==> config.mk <==
export PLATFORM = sky130hd
export DESIGN_NAME = landmark_weighted_point_distance_unit
export DESIGN_NICKNAME = d
export VERILOG_FILES = /design/src/sv/lwpd_pkg.sv /design/src/sv/landmark_weighted_point_distance_unit.sv /design/src/sv/lwpd_ctrl.sv /design/src/sv/lwpd_dp.sv
export SDC_FILE = /design/constraint.sdc
export NUM_CORES = 2
export LEC_CHECK = 0
export BUFFER_PORTS_ARGS = -buffer_cell sky130_fd_sc_hd__buf_4
export CAP_MARGIN = 20
export CORE_MARGIN = 10
export CORE_UTILIZATION = 64
export DETAILED_ROUTE_END_ITERATION = 6
export HOLD_SLACK_MARGIN = 0.15
export PLACE_DENSITY = 0.81
export SYNTH_ARGS = -nofsm -noshare
export SYNTH_HDL_FRONTEND = slang
export SYNTH_SLANG_ARGS = --single-unit
==> constraint.sdc <==
create_clock -name clk -period 14.5 [get_ports clk]
set_input_delay 0 -clock clk [delete_from_list [all_inputs] [get_ports clk]]
set_output_delay 0 -clock clk [all_outputs]
set_load 0.02 [all_outputs]
==> src/sv/lwpd_pkg.sv <==
// ----------------------------------------------------------------------------
// lwpd_pkg: shared types and constants of the landmark weighted distance unit
// Command and status bundles between controller and datapath, operation and
// register codes, and the per-landmark radius and weight tables.
// ----------------------------------------------------------------------------
`default_nettype none

package lwpd_pkg;

  // default parameter values
  localparam int COORD_BITS_DEF = 24;
  localparam int FRAC_BITS_DEF  = 8;
  localparam int COUNT_BITS_DEF = 16;

  // fixed widths
  localparam int NUM_MARKS = 6;
  localparam int SLOT_W    = 3;
  localparam int TOTAL_W   = 63;
  localparam int WEIGHT_W  = 9;
  localparam int BASE_W    = 8;
  localparam int TUSER_W   = 4;

  // landmark slots of the nose and the jaw
  localparam logic [SLOT_W-1:0] SLOT_NOSE = 3'd2;
  localparam logic [SLOT_W-1:0] SLOT_JAW  = 3'd5;

  // operation codes
  localparam logic OP_LOAD = 1'b0;
  localparam logic OP_PAIR = 1'b1;

  // configuration register indexes
  localparam logic CFG_MODE = 1'b0;
  localparam logic CFG_BASE = 1'b1;

  // axis select for the squared distance
  typedef enum logic [1:0] {
    AXIS_X,
    AXIS_Y,
    AXIS_Z
  } axis_t;

  // controller to datapath
  typedef struct packed {
    logic              sq_acc;
    axis_t             axis;
    logic              root_init;
    logic              root_step;
    logic              hold;
    logic              load_direct;
    logic              load_held;
    logic              w_a;
    logic              w_b;
    logic              w_c;
    logic              prod;
    logic              add;
    logic              emit;
    logic [SLOT_W-1:0] idx;
    logic [SLOT_W-1:0] lm;
  } cmd_t;

  // datapath to controller
  typedef struct packed {
    logic mode;
    logic last;
    logic out_free;
  } status_t;

  // radius of a landmark in whole units
  function automatic logic [3:0] mark_radius(input logic [SLOT_W-1:0] slot,
                                             input logic self_rule);
    logic [3:0] r;
    case (slot)
      3'd0, 3'd1: r = self_rule ? 4'd8 : 4'd5;
      3'd2:       r = 4'd5;
      3'd3, 3'd4: r = self_rule ? 4'd3 : 4'd4;
      default:    r = 4'd2;
    endcase
    return r;
  endfunction

  // weight added in halves when a landmark is hit
  function automatic logic [2:0] mark_bonus(input logic [SLOT_W-1:0] slot);
    logic [2:0] b;
    case (slot)
      3'd0, 3'd1: b = 3'd6;
      3'd2:       b = 3'd4;
      3'd3, 3'd4: b = 3'd2;
      default:    b = 3'd1;
    endcase
    return b;
  endfunction

endpackage

`default_nettype wire

==> src/sv/landmark_weighted_point_distance_unit.sv <==
// ----------------------------------------------------------------------------
// landmark_weighted_point_distance_unit: weighted 3D point distance summer
// Stream front end around the sequencer and datapath of the unit.
// ----------------------------------------------------------------------------
// A landmark load transfer is taken in the idle state and starts no sequence.
// A point pair keeps the input busy after its transfer: squaring of the
// three axes, start and steps of the bit-serial square root, placing of the
// pair, six landmark radius tests, each through steps WA, WB and WC, on one
// shared test unit, weighting and accumulation (PROD, ADD) and a check for
// the last pair. The next transfer is taken only once the unit is back in
// idle, so a new pair is not accepted before the last one is through. A
// self-mode pair that is only held skips the tests. The pair that completes
// the landmark set also replays the six held pairs through the radius tests
// and accumulator; a last pair with an incomplete set replays what is held in
// the same way. A last pair then hands its total to the output register,
// waiting while an earlier total still waits there. Configuration writes are
// taken only while no pair is in flight, ahead of an input transfer offered
// in the same cycle.
`default_nettype none

module landmark_weighted_point_distance_unit #(
  parameter int COORD_BITS = lwpd_pkg::COORD_BITS_DEF,
  parameter int FRAC_BITS  = lwpd_pkg::FRAC_BITS_DEF,
  parameter int COUNT_BITS = lwpd_pkg::COUNT_BITS_DEF,
  localparam int IN_DW  = ((6 * COORD_BITS + 7) / 8) * 8,
  localparam int OUT_DW = ((lwpd_pkg::TOTAL_W + COUNT_BITS + 7) / 8) * 8
) (
  input  wire                          clk,
  input  wire                          rst_n,
  // src_x, src_y, src_z, tgt_x, tgt_y, tgt_z
  input  wire  [IN_DW-1:0]             in_tdata,
  // operation, landmark_slot
  input  wire  [lwpd_pkg::TUSER_W-1:0] in_tuser,
  input  wire                          in_tlast,
  input  wire                          in_tvalid,
  output logic                         in_tready,
  // total_distance, pairs_counted
  output logic [OUT_DW-1:0]            out_tdata,
  output logic                         out_tvalid,
  input  wire                          out_tready,
  input  wire                          cfg_valid,
  output logic                         cfg_ready,
  input  wire                          cfg_index,
  input  wire  [lwpd_pkg::BASE_W-1:0]  cfg_data
);

  logic                          in_fire;
  logic                          cfg_fire;
  logic                          idle;
  lwpd_pkg::cmd_t                cmd;
  lwpd_pkg::status_t             status;
  logic [lwpd_pkg::TOTAL_W-1:0]  out_total;
  logic [COUNT_BITS-1:0]         out_count;

  // configuration only while idle, ahead of an input transfer
  assign cfg_ready = idle;
  assign cfg_fire  = cfg_valid && cfg_ready;
  assign in_tready = idle && !cfg_valid;
  assign in_fire   = in_tvalid && in_tready;

  lwpd_ctrl #(
    .COORD_BITS (COORD_BITS)
  ) u_ctrl (
    .clk      (clk),
    .rst_n    (rst_n),
    .in_fire  (in_fire),
    .in_op    (in_tuser[0]),
    .in_ready (idle),
    .status   (status),
    .cmd      (cmd)
  );

  lwpd_dp #(
    .COORD_BITS (COORD_BITS),
    .FRAC_BITS  (FRAC_BITS),
    .COUNT_BITS (COUNT_BITS)
  ) u_dp (
    .clk       (clk),
    .rst_n     (rst_n),
    .in_fire   (in_fire),
    .in_op     (in_tuser[0]),
    .in_slot   (in_tuser[3:1]),
    .in_src_x  (in_tdata[0*COORD_BITS +: COORD_BITS]),
    .in_src_y  (in_tdata[1*COORD_BITS +: COORD_BITS]),
    .in_src_z  (in_tdata[2*COORD_BITS +: COORD_BITS]),
    .in_tgt_x  (in_tdata[3*COORD_BITS +: COORD_BITS]),
    .in_tgt_y  (in_tdata[4*COORD_BITS +: COORD_BITS]),
    .in_tgt_z  (in_tdata[5*COORD_BITS +: COORD_BITS]),
    .in_last   (in_tlast),
    .cfg_fire  (cfg_fire),
    .cfg_index (cfg_index),
    .cfg_data  (cfg_data),
    .cmd       (cmd),
    .status    (status),
    .out_ready (out_tready),
    .out_valid (out_tvalid),
    .out_total (out_total),
    .out_count (out_count)
  );

  // result packing, total in the low bits
  assign out_tdata = OUT_DW'({out_count, out_total});

endmodule

`default_nettype wire

==> src/sv/lwpd_ctrl.sv <==
// ----------------------------------------------------------------------------
// lwpd_ctrl: sequencer of the landmark weighted distance unit
// Steps the datapath through squaring, square root, landmark tests,
// accumulation, held-pair flushes and result hand-off.
// ----------------------------------------------------------------------------
`default_nettype none

module lwpd_ctrl #(
  parameter int COORD_BITS = lwpd_pkg::COORD_BITS_DEF
) (
  input  wire                clk,
  input  wire                rst_n,
  input  wire                in_fire,
  input  wire                in_op,
  output logic               in_ready,
  input  lwpd_pkg::status_t  status,
  output lwpd_pkg::cmd_t     cmd
);

  localparam int ROOT_STEPS = COORD_BITS + 2;
  localparam int CNT_W      = $clog2(ROOT_STEPS);
  localparam int SW         = lwpd_pkg::SLOT_W;

  typedef enum logic [3:0] {
    S_IDLE,
    S_SQ,
    S_RINIT,
    S_ROOT,
    S_PLACE,
    S_WSEL,
    S_WA,
    S_WB,
    S_WC,
    S_PROD,
    S_ADD,
    S_CHECK,
    S_EMIT
  } state_t;

  state_t          state_r, state_nxt;
  logic [CNT_W-1:0] cnt_r, cnt_nxt;
  logic [SW-1:0]   j_r, j_nxt;
  logic [SW-1:0]   k_r, k_nxt;
  logic [SW-1:0]   held_r, held_nxt;
  logic            flushing_r, flushing_nxt;
  logic            flush_last_r, flush_last_nxt;

  assign in_ready = (state_r == S_IDLE);

  // next state and commands
  always_comb begin
    state_nxt      = state_r;
    cnt_nxt        = cnt_r;
    j_nxt          = j_r;
    k_nxt          = k_r;
    held_nxt       = held_r;
    flushing_nxt   = flushing_r;
    flush_last_nxt = flush_last_r;
    cmd            = '0;
    cmd.lm         = j_r;
    cmd.idx        = k_r;
    unique case (state_r)
      S_IDLE: begin
        if (in_fire && in_op == lwpd_pkg::OP_PAIR) begin
          state_nxt = S_SQ;
          cnt_nxt   = '0;
        end
      end
      S_SQ: begin
        cmd.sq_acc = 1'b1;
        cmd.axis   = lwpd_pkg::axis_t'(cnt_r[1:0]);
        if (cnt_r == CNT_W'(2)) begin
          state_nxt = S_RINIT;
          cnt_nxt   = '0;
        end else begin
          cnt_nxt = cnt_r + CNT_W'(1);
        end
      end
      S_RINIT: begin
        cmd.root_init = 1'b1;
        state_nxt     = S_ROOT;
      end
      S_ROOT: begin
        cmd.root_step = 1'b1;
        if (cnt_r == CNT_W'(ROOT_STEPS - 1)) begin
          state_nxt = S_PLACE;
        end else begin
          cnt_nxt = cnt_r + CNT_W'(1);
        end
      end
      S_PLACE: begin
        if (status.mode && held_r < SW'(lwpd_pkg::NUM_MARKS)) begin
          // self mode: this pair becomes a landmark and is held
          cmd.hold = 1'b1;
          cmd.idx  = held_r;
          held_nxt = held_r + SW'(1);
          if (held_r == SW'(lwpd_pkg::NUM_MARKS - 1)) begin
            flushing_nxt   = 1'b1;
            flush_last_nxt = 1'b0;
            k_nxt          = '0;
            state_nxt      = S_WSEL;
          end else begin
            state_nxt = S_CHECK;
          end
        end else begin
          cmd.load_direct = 1'b1;
          j_nxt           = '0;
          state_nxt       = S_WA;
        end
      end
      S_WSEL: begin
        cmd.load_held = 1'b1;
        j_nxt         = '0;
        state_nxt     = S_WA;
      end
      S_WA: begin
        cmd.w_a   = 1'b1;
        state_nxt = S_WB;
      end
      S_WB: begin
        cmd.w_b   = 1'b1;
        state_nxt = S_WC;
      end
      S_WC: begin
        cmd.w_c = 1'b1;
        if (j_r == lwpd_pkg::SLOT_JAW) begin
          state_nxt = S_PROD;
        end else begin
          j_nxt     = j_r + SW'(1);
          state_nxt = S_WA;
        end
      end
      S_PROD: begin
        cmd.prod  = 1'b1;
        state_nxt = S_ADD;
      end
      S_ADD: begin
        cmd.add = 1'b1;
        if (flushing_r) begin
          if (k_r + SW'(1) == held_r) begin
            flushing_nxt = 1'b0;
            state_nxt    = flush_last_r ? S_EMIT : S_CHECK;
          end else begin
            k_nxt     = k_r + SW'(1);
            state_nxt = S_WSEL;
          end
        end else begin
          state_nxt = S_CHECK;
        end
      end
      S_CHECK: begin
        if (status.last) begin
          if (held_r != '0 && held_r < SW'(lwpd_pkg::NUM_MARKS)) begin
            // incomplete landmark set: flush what is held first
            flushing_nxt   = 1'b1;
            flush_last_nxt = 1'b1;
            k_nxt          = '0;
            state_nxt      = S_WSEL;
          end else begin
            state_nxt = S_EMIT;
          end
        end else begin
          state_nxt = S_IDLE;
        end
      end
      S_EMIT: begin
        if (status.out_free) begin
          cmd.emit       = 1'b1;
          held_nxt       = '0;
          flush_last_nxt = 1'b0;
          state_nxt      = S_IDLE;
        end
      end
      default: state_nxt = S_IDLE;
    endcase
  end

  // state registers
  always_ff @(posedge clk) begin
    if (!rst_n) begin
      state_r      <= S_IDLE;
      cnt_r        <= '0;
      j_r          <= '0;
      k_r          <= '0;
      held_r       <= '0;
      flushing_r   <= 1'b0;
      flush_last_r <= 1'b0;
    end else begin
      state_r      <= state_nxt;
      cnt_r        <= cnt_nxt;
      j_r          <= j_nxt;
      k_r          <= k_nxt;
      held_r       <= held_nxt;
      flushing_r   <= flushing_nxt;
      flush_last_r <= flush_last_nxt;
    end
  end

`ifndef ASSERT_OFF
  a_held_bound: assert property (@(posedge clk) disable iff (!rst_n)
    held_r <= SW'(lwpd_pkg::NUM_MARKS))
    else $error("held count above landmark count");
  a_flush_index: assert property (@(posedge clk) disable iff (!rst_n)
    flushing_r |-> k_r < held_r)
    else $error("flush index beyond held pairs");
  a_emit_free: assert property (@(posedge clk) disable iff (!rst_n)
    cmd.emit |-> status.out_free)
    else $error("result emitted over a pending one");
  a_emit_clears: assert property (@(posedge clk) disable iff (!rst_n)
    cmd.emit |=> held_r == '0 && !flushing_r)
    else $error("held pairs survive an emitted total");
`endif

endmodule

`default_nettype wire

==> src/sv/lwpd_dp.sv <==
// ----------------------------------------------------------------------------
// lwpd_dp: datapath of the landmark weighted distance unit
// Squared distance, bit-serial square root, landmark and held-pair storage,
// radius tests, weighted accumulation and the result register.
// ----------------------------------------------------------------------------
`default_nettype none

module lwpd_dp #(
  parameter int COORD_BITS = lwpd_pkg::COORD_BITS_DEF,
  parameter int FRAC_BITS  = lwpd_pkg::FRAC_BITS_DEF,
  parameter int COUNT_BITS = lwpd_pkg::COUNT_BITS_DEF
) (
  input  wire                                clk,
  input  wire                                rst_n,
  input  wire                                in_fire,
  input  wire                                in_op,
  input  wire  [lwpd_pkg::SLOT_W-1:0]        in_slot,
  input  wire  signed [COORD_BITS-1:0]       in_src_x,
  input  wire  signed [COORD_BITS-1:0]       in_src_y,
  input  wire  signed [COORD_BITS-1:0]       in_src_z,
  input  wire  signed [COORD_BITS-1:0]       in_tgt_x,
  input  wire  signed [COORD_BITS-1:0]       in_tgt_y,
  input  wire  signed [COORD_BITS-1:0]       in_tgt_z,
  input  wire                                in_last,
  input  wire                                cfg_fire,
  input  wire                                cfg_index,
  input  wire  [lwpd_pkg::BASE_W-1:0]        cfg_data,
  input  lwpd_pkg::cmd_t                     cmd,
  output lwpd_pkg::status_t                  status,
  input  wire                                out_ready,
  output logic                               out_valid,
  output logic [lwpd_pkg::TOTAL_W-1:0]       out_total,
  output logic [COUNT_BITS-1:0]              out_count
);

  localparam int DIFF_W  = COORD_BITS + 1;
  localparam int SQ_W    = 2 * DIFF_W;
  localparam int SUM_W   = SQ_W + 2;
  localparam int ROOT_W  = SUM_W / 2;
  localparam int REM_W   = ROOT_W + 2;
  localparam int DIST_W  = DIFF_W;
  localparam int EW      = ((COORD_BITS > FRAC_BITS + 6) ? COORD_BITS : FRAC_BITS + 6) + 4;
  localparam int LW      = FRAC_BITS + 4;
  localparam int LSQ_W   = 2 * LW + 1;
  localparam int WW      = lwpd_pkg::WEIGHT_W;
  localparam int TERM_W  = DIST_W + WW;
  localparam int TW      = lwpd_pkg::TOTAL_W;
  localparam int NM      = lwpd_pkg::NUM_MARKS;
  localparam int SW      = lwpd_pkg::SLOT_W;

  localparam logic signed [EW-1:0] OFF_X = EW'(25 * (1 << FRAC_BITS));
  localparam logic signed [EW-1:0] OFF_Y = EW'(30 * (1 << FRAC_BITS));
  localparam logic signed [EW-1:0] NOSE_DROP = EW'(10 * (1 << FRAC_BITS));

  // configuration
  logic                       mode_r;
  logic [lwpd_pkg::BASE_W-1:0] base_r;

  // captured item
  logic signed [COORD_BITS-1:0] sx_r, sy_r, sz_r, tx_r, ty_r, tz_r;
  logic                         last_r;

  // landmarks and held pairs
  logic signed [COORD_BITS-1:0] lx_r [NM];
  logic signed [COORD_BITS-1:0] ly_r [NM];
  logic signed [COORD_BITS-1:0] hx_r [NM];
  logic signed [COORD_BITS-1:0] hy_r [NM];
  logic [DIST_W-1:0]            hd_r [NM];

  // distance and root
  logic [SUM_W-1:0]  sum_r;
  logic [SUM_W-1:0]  rad_r;
  logic [REM_W-1:0]  rem_r;
  logic [ROOT_W-1:0] root_r;

  // weighting
  logic signed [EW-1:0] px_r, py_r;
  logic                 pself_r;
  logic [DIST_W-1:0]    dist_r;
  logic [LW-1:0]        dx_r, dy_r;
  logic                 far_r;
  logic [2*LW-1:0]      sqx_r;
  logic [WW-1:0]        w_r;
  logic [TERM_W-1:0]    term_r;

  // totals and result
  logic [TW-1:0]         total_r;
  logic [COUNT_BITS-1:0] tally_r;
  logic                  out_valid_r;
  logic [TW-1:0]         out_total_r;
  logic [COUNT_BITS-1:0] out_count_r;

  // per-axis squared difference
  logic signed [DIFF_W-1:0] diff_a, diff_b, diff;
  logic [DIFF_W-1:0]        dmag;
  logic [SQ_W-1:0]          dsq;
  logic [SUM_W-1:0]         sum_nxt;

  always_comb begin
    case (cmd.axis)
      lwpd_pkg::AXIS_X: begin
        diff_a = DIFF_W'(sx_r);
        diff_b = DIFF_W'(tx_r);
      end
      lwpd_pkg::AXIS_Y: begin
        diff_a = DIFF_W'(sy_r);
        diff_b = DIFF_W'(ty_r);
      end
      default: begin
        diff_a = DIFF_W'(sz_r);
        diff_b = DIFF_W'(tz_r);
      end
    endcase
    diff    = diff_a - diff_b;
    dmag    = diff[DIFF_W-1] ? DIFF_W'(-diff) : DIFF_W'(diff);
    dsq     = dmag * dmag;
    sum_nxt = ((cmd.axis == lwpd_pkg::AXIS_X) ? '0 : sum_r) + SUM_W'(dsq);
  end

  // one root bit per step
  logic [REM_W-1:0] rem_sh, trial;
  logic             take;

  assign rem_sh = {rem_r[REM_W-3:0], rad_r[SUM_W-1 -: 2]};
  assign trial  = {root_r, 2'b01};
  assign take   = (rem_sh >= trial);

  // point selection
  logic signed [EW-1:0] sxe, sye, px_dir, py_dir;

  assign sxe    = EW'(sx_r);
  assign sye    = EW'(sy_r);
  assign px_dir = mode_r ? sxe : sxe + EW'(lx_r[lwpd_pkg::SLOT_NOSE]) - OFF_X;
  assign py_dir = mode_r ? sye : sye + EW'(ly_r[lwpd_pkg::SLOT_NOSE]) - OFF_Y;

  // radius test of one landmark
  logic [3:0]           rad;
  logic [EW-1:0]        lim;
  logic signed [EW-1:0] cx, cy, ddx, ddy;
  logic [EW-1:0]        adx, ady;
  logic [LSQ_W-1:0]     limsq, dist2;
  logic                 hit;

  always_comb begin
    rad   = lwpd_pkg::mark_radius(cmd.lm, pself_r);
    lim   = EW'(rad) << FRAC_BITS;
    cx    = EW'(lx_r[cmd.lm]);
    cy    = EW'(ly_r[cmd.lm]) - ((cmd.lm == lwpd_pkg::SLOT_NOSE) ? NOSE_DROP : '0);
    ddx   = px_r - cx;
    ddy   = py_r - cy;
    adx   = ddx[EW-1] ? EW'(-ddx) : EW'(ddx);
    ady   = ddy[EW-1] ? EW'(-ddy) : EW'(ddy);
    limsq = LSQ_W'(rad * rad) << (2 * FRAC_BITS);
    dist2 = LSQ_W'(sqx_r) + LSQ_W'(dy_r * dy_r);
    hit   = !far_r && (dist2 < limsq);
  end

  // saturating accumulation
  logic [TW:0] acc;

  assign acc = {1'b0, total_r} + (TW + 1)'(term_r);

  // configuration, landmarks, totals and handshake state
  always_ff @(posedge clk) begin
    if (!rst_n) begin
      mode_r      <= 1'b0;
      base_r      <= '0;
      total_r     <= '0;
      tally_r     <= '0;
      out_valid_r <= 1'b0;
      for (int i = 0; i < NM; i++) begin
        lx_r[i] <= '0;
        ly_r[i] <= '0;
      end
    end else begin
      if (cfg_fire) begin
        unique case (cfg_index)
          lwpd_pkg::CFG_MODE: mode_r <= cfg_data[0];
          lwpd_pkg::CFG_BASE: base_r <= cfg_data;
          default: ;
        endcase
      end
      // landmark load transfer
      if (in_fire && in_op == lwpd_pkg::OP_LOAD && in_slot < SW'(NM)) begin
        lx_r[in_slot] <= in_src_x;
        ly_r[in_slot] <= in_src_y;
      end
      // self-mode pair becomes a landmark
      if (cmd.hold) begin
        lx_r[cmd.idx] <= sx_r;
        ly_r[cmd.idx] <= sy_r;
      end
      if (cmd.add) begin
        total_r <= acc[TW] ? {TW{1'b1}} : acc[TW-1:0];
        if (tally_r != {COUNT_BITS{1'b1}}) begin
          tally_r <= tally_r + COUNT_BITS'(1);
        end
      end
      if (cmd.emit) begin
        total_r     <= '0;
        tally_r     <= '0;
        out_valid_r <= 1'b1;
      end else if (out_ready) begin
        out_valid_r <= 1'b0;
      end
    end
  end

  // payload registers
  always_ff @(posedge clk) begin
    if (in_fire) begin
      sx_r   <= in_src_x;
      sy_r   <= in_src_y;
      sz_r   <= in_src_z;
      tx_r   <= in_tgt_x;
      ty_r   <= in_tgt_y;
      tz_r   <= in_tgt_z;
      last_r <= in_last;
    end
    if (cmd.sq_acc) begin
      sum_r <= sum_nxt;
    end
    if (cmd.root_init) begin
      rad_r  <= sum_r;
      rem_r  <= '0;
      root_r <= '0;
    end
    if (cmd.root_step) begin
      rad_r  <= rad_r << 2;
      rem_r  <= take ? rem_sh - trial : rem_sh;
      root_r <= {root_r[ROOT_W-2:0], take};
    end
    if (cmd.hold) begin
      hx_r[cmd.idx] <= sx_r;
      hy_r[cmd.idx] <= sy_r;
      hd_r[cmd.idx] <= root_r[DIST_W-1:0];
    end
    if (cmd.load_direct) begin
      px_r    <= px_dir;
      py_r    <= py_dir;
      pself_r <= mode_r;
      dist_r  <= root_r[DIST_W-1:0];
      w_r     <= WW'(base_r);
    end
    if (cmd.load_held) begin
      px_r    <= EW'(hx_r[cmd.idx]);
      py_r    <= EW'(hy_r[cmd.idx]);
      pself_r <= 1'b1;
      dist_r  <= hd_r[cmd.idx];
      w_r     <= WW'(base_r);
    end
    if (cmd.w_a) begin
      dx_r  <= adx[LW-1:0];
      dy_r  <= ady[LW-1:0];
      far_r <= (adx >= lim) || (ady >= lim);
    end
    if (cmd.w_b) begin
      sqx_r <= dx_r * dx_r;
    end
    if (cmd.w_c && hit) begin
      w_r <= w_r + WW'(lwpd_pkg::mark_bonus(cmd.lm));
    end
    if (cmd.prod) begin
      term_r <= dist_r * w_r;
    end
    if (cmd.emit) begin
      out_total_r <= total_r;
      out_count_r <= tally_r;
    end
  end

  assign status.mode     = mode_r;
  assign status.last     = last_r;
  assign status.out_free = !out_valid_r || out_ready;

  assign out_valid = out_valid_r;
  assign out_total = out_total_r;
  assign out_count = out_count_r;

endmodule

`default_nettype wire
==> run_results.csv <==
group,metric,value,unit
worst_setup_path,worst-setup-path-type,"reg -> reg",
synth,yosysWarnings,0,
timing,rsz0062_at_grt,"no",
routing,final_antenna_net_count,0,
timing,fin_crit_sh,94.8,%
worst_setup_path,cpPeakStageDelay,0.61,ns
timing,hold_slack,0.195,ns
placed_design,numPortBuffers,244,
timing,slew_headroom,28.1,%
grt,grt_max_degree,72,
synth,synth.cell_area,104000,um2
worst_setup_path,r2r_start,"u_ctrl.state_r[0]$_SDFFE_PN0P_",
grt,grt_pass1_wl,443000,um
timing,finClkSkew,0.0783,ns
cells_and_area,multi_input_comb_area,55100,um2
die,io_pins,246,
placed_design,dpl.hpwl,197000,um
die,fp-row-count,147,
routing,drc,1,
routing,avgRoutedWirePerCell,23.5,um
worst_hold_path,hold_depth,4,
routing,first_pass_iters,7,
die,die_w,423,um
synth,synth_edf_count,1371,
die,core_area,161000,um2
worst_setup_path,critPathMaxFanout,34,
clocking,worstSkewPairLatency,0.87,ns
synth,synth_area_leader_cell,"edfxtp_1",
timing,fmax,72.7,MHz
placed_design,gpl.final_weighted_congestion,0.998,
timing,max_slew.worst_pin.slew,1.07,ns
synth,synth_area_leaders,"edfxtp_1 40%, fa_1 17%, ha_1 7.2%, inv_1 4.4%, nand2_1 3.0%",
timing,setup-tns-final,0,ns
clocking,clk_pin_slew,0.06,ns
synth,ys_types,105,
worst_setup_path,setup.worst_path.end_class,"register",
worst_setup_path,path_delay_family,"compound AO/OA/AOI/OAI gates",
die,initial_core_util,64.6,%
worst_setup_path,r2r_cells,47,
routing,vias,75273,
worst_setup_path,timing.critical_path.from,"u_ctrl.state_r[0]$_SDFFE_PN0P_",
clocking,cts_tree,"done",
synth,ys_seq_elements,1486,
routing,first_iter_violations,8011,
die,dieArea,179000,um2
routing,avgViaCountPerCell,6.15,
synth,synth_flop_cell,"edfxtp_1",
die,die_height,423,um
timing,finalSetupViolCount,0,
synth,ys_seq_area_share,41.8,%
synth,synth.top_cell.area_share,39.6,%
synth,synth_area_per_cell,11.1,um2
worst_setup_path,path_common_cell,"fa_1",
run_status,status,"finished, violations left",
worst_setup_path,arrival,14.32,ns
cells_and_area,area_delta_synth_final,12.6,%
cells_and_area,num-fill-cells,10860,
timing,hold_viol_final,0,
synth,netlist_instances,9406,
cells_and_area,register_area,43500,um2
clocking,clock_sinks,1486,
run,drv_cap,0,
grt,track_usage,31.6,%
cells_and_area,finish.net_count,11591,
grt,grt_overflow,0,
clocking,cts_buffer_depth,3,
grt,antenna_found_initial,12,
worst_setup_path,startpoint_type,"register",
worst_hold_path,hold_start,"in_tdata[46]",
timing,finalMaxSlewViolations,0,
cells_and_area,final_common_cell,"edfxtp_1",
worst_setup_path,path_buf_inv,10,
run_status,violations,"DRC",
grt,first_global_vias,77269,
synth,async_reset_ff_share,0,%
worst_setup_path,cp_slowest_cell,"inv_1",
clocking,cts_made_buffers,154,
worst_setup_path,cp.depth,47,
timing,min_period,13.75,ns
cells_and_area,drive_gt1_share,8.39,%
worst_hold_path,hp-class,"in -> reg",
clocking,cts_root_buffer,"clkbuf_16",
routing,drt-total-wl,288000,um
cells_and_area,mostFrequentLayoutCells,"1,371 x edfxtp_1, 1,205 x inv_1, 869 x fa_1",
clocking,htreeDepth,4,
worst_setup_path,required,15.08,ns
final timing paths:
path	slack [ns]	end
worst max-delay path	0.75	u_dp.sum_r[51]$_DFFE_PN_
worst min-delay path	0.19	u_dp.ly_r[1][22]$_SDFFCE_PN0P_
worst max register to register	0.75	u_dp.sum_r[51]$_DFFE_PN_
worst min register to register	0.46	u_dp.out_total[6]$_DFFE_PP_
flip-flops by register name, summed over array words and instances (netlist names), 25 cells and up, named ones only:
name and cells:
u_dp.dist_r 25, u_dp.hd_r 150, u_dp.hx_r 144, u_dp.hy_r 144, u_dp.lx_r 192, u_dp.ly_r 192, u_dp.out_total 63, u_dp.px_r 28
u_dp.py_r 28, u_dp.rad_r 52, u_dp.rem_r 26, u_dp.root_r 26, u_dp.sum_r 52, u_dp.term_r 34, u_dp.total_r 63
layout make-up:
class                           instances  share of cell area [%]
Clock inverter                         81                   0.860
Antenna cell                            2                 0.00427
Clock buffer                          195                    3.52
Sequential cell                      1486                    37.1
Inverter                             1220                    3.92
Timing Repair Buffer                  705                    5.28
Tap cell                             2160                    2.31
Multi-Input combinational cell       6394                    47.0
metal layers:
metal	wire length, um	share of wire, %	global-route usage [%]	up-vias
met5	66	0.023	0	-
met4	13900	4.8	13.8	10
met3	28100	9.8	6.42	810
met2	138000	48	51.7	3992
met1	108000	38	41.0	37118
li1	-	-	-	33343
cells in the mapped netlist, types with 80 or more instances:
library cell  count
o21ai_0         336
fa_1            869
edfxtp_1       1371
mux2i_1         136
nand3_1         113
clkbuf_1        340
mux4_2           96
a211oi_1        114
nand2_1         837
ha_1            598
xnor2_1         215
a22oi_1          80
a21o_1          123
dfxtp_1         115
a21oi_1         447
nor3_1          132
and2_1          298
nor2b_1          83
xor2_1          139
nor2_1          787
inv_1          1211
kinds of logic after synthesis:
| kind of cell | share of synthesized area, % |
|---|---|
| compound gates | 10.2 |
| simple gates | 11.5 |
| other cells | 0.00722 |
| flops | 41.8 |
| mux | 3.57 |
| buf+inv | 5.96 |
| xor+xnor | 3.04 |
| fa+ha+maj | 23.9 |
worst reg2reg max path: cells and delay by family, from the launching register on:
family / cells / cell delay (ns)
buffers and inverters: 10 / 2.21
XOR/XNOR: 2 / 0.18
AO/OA/AOI/OAI: 18 / 4.78
adder cells (fa/ha/maj): 9 / 3.88
flip-flops: 1 / 0.60
AND/OR/NAND/NOR: 8 / 1.79
timing repair:
item / in CTS / in global routing
gates resized for setup: 0 / 8
buffers inserted: 0 / 2
hold buffers: 332 / 0
endpoints found under the hold margin: 643 / 0
endpoints found under the setup margin: 0 / 8
through the flow:
step	util, %	instance area (um2)	std cells	worst slack (ns)
after floorplan	-	104000	9519	1.47
after global placement	67.4	109000	11626	0.291
after detailed placement	67.4	109000	11627	0.487
after CTS	72.6	117000	12235	0.422
after global routing	72.7	117000	12242	0.0390
final	72.7	117000	12243	0.753
Power is not shown: default switching activity piles up to over one toggle a cycle in this logic, so the estimate is an artifact.
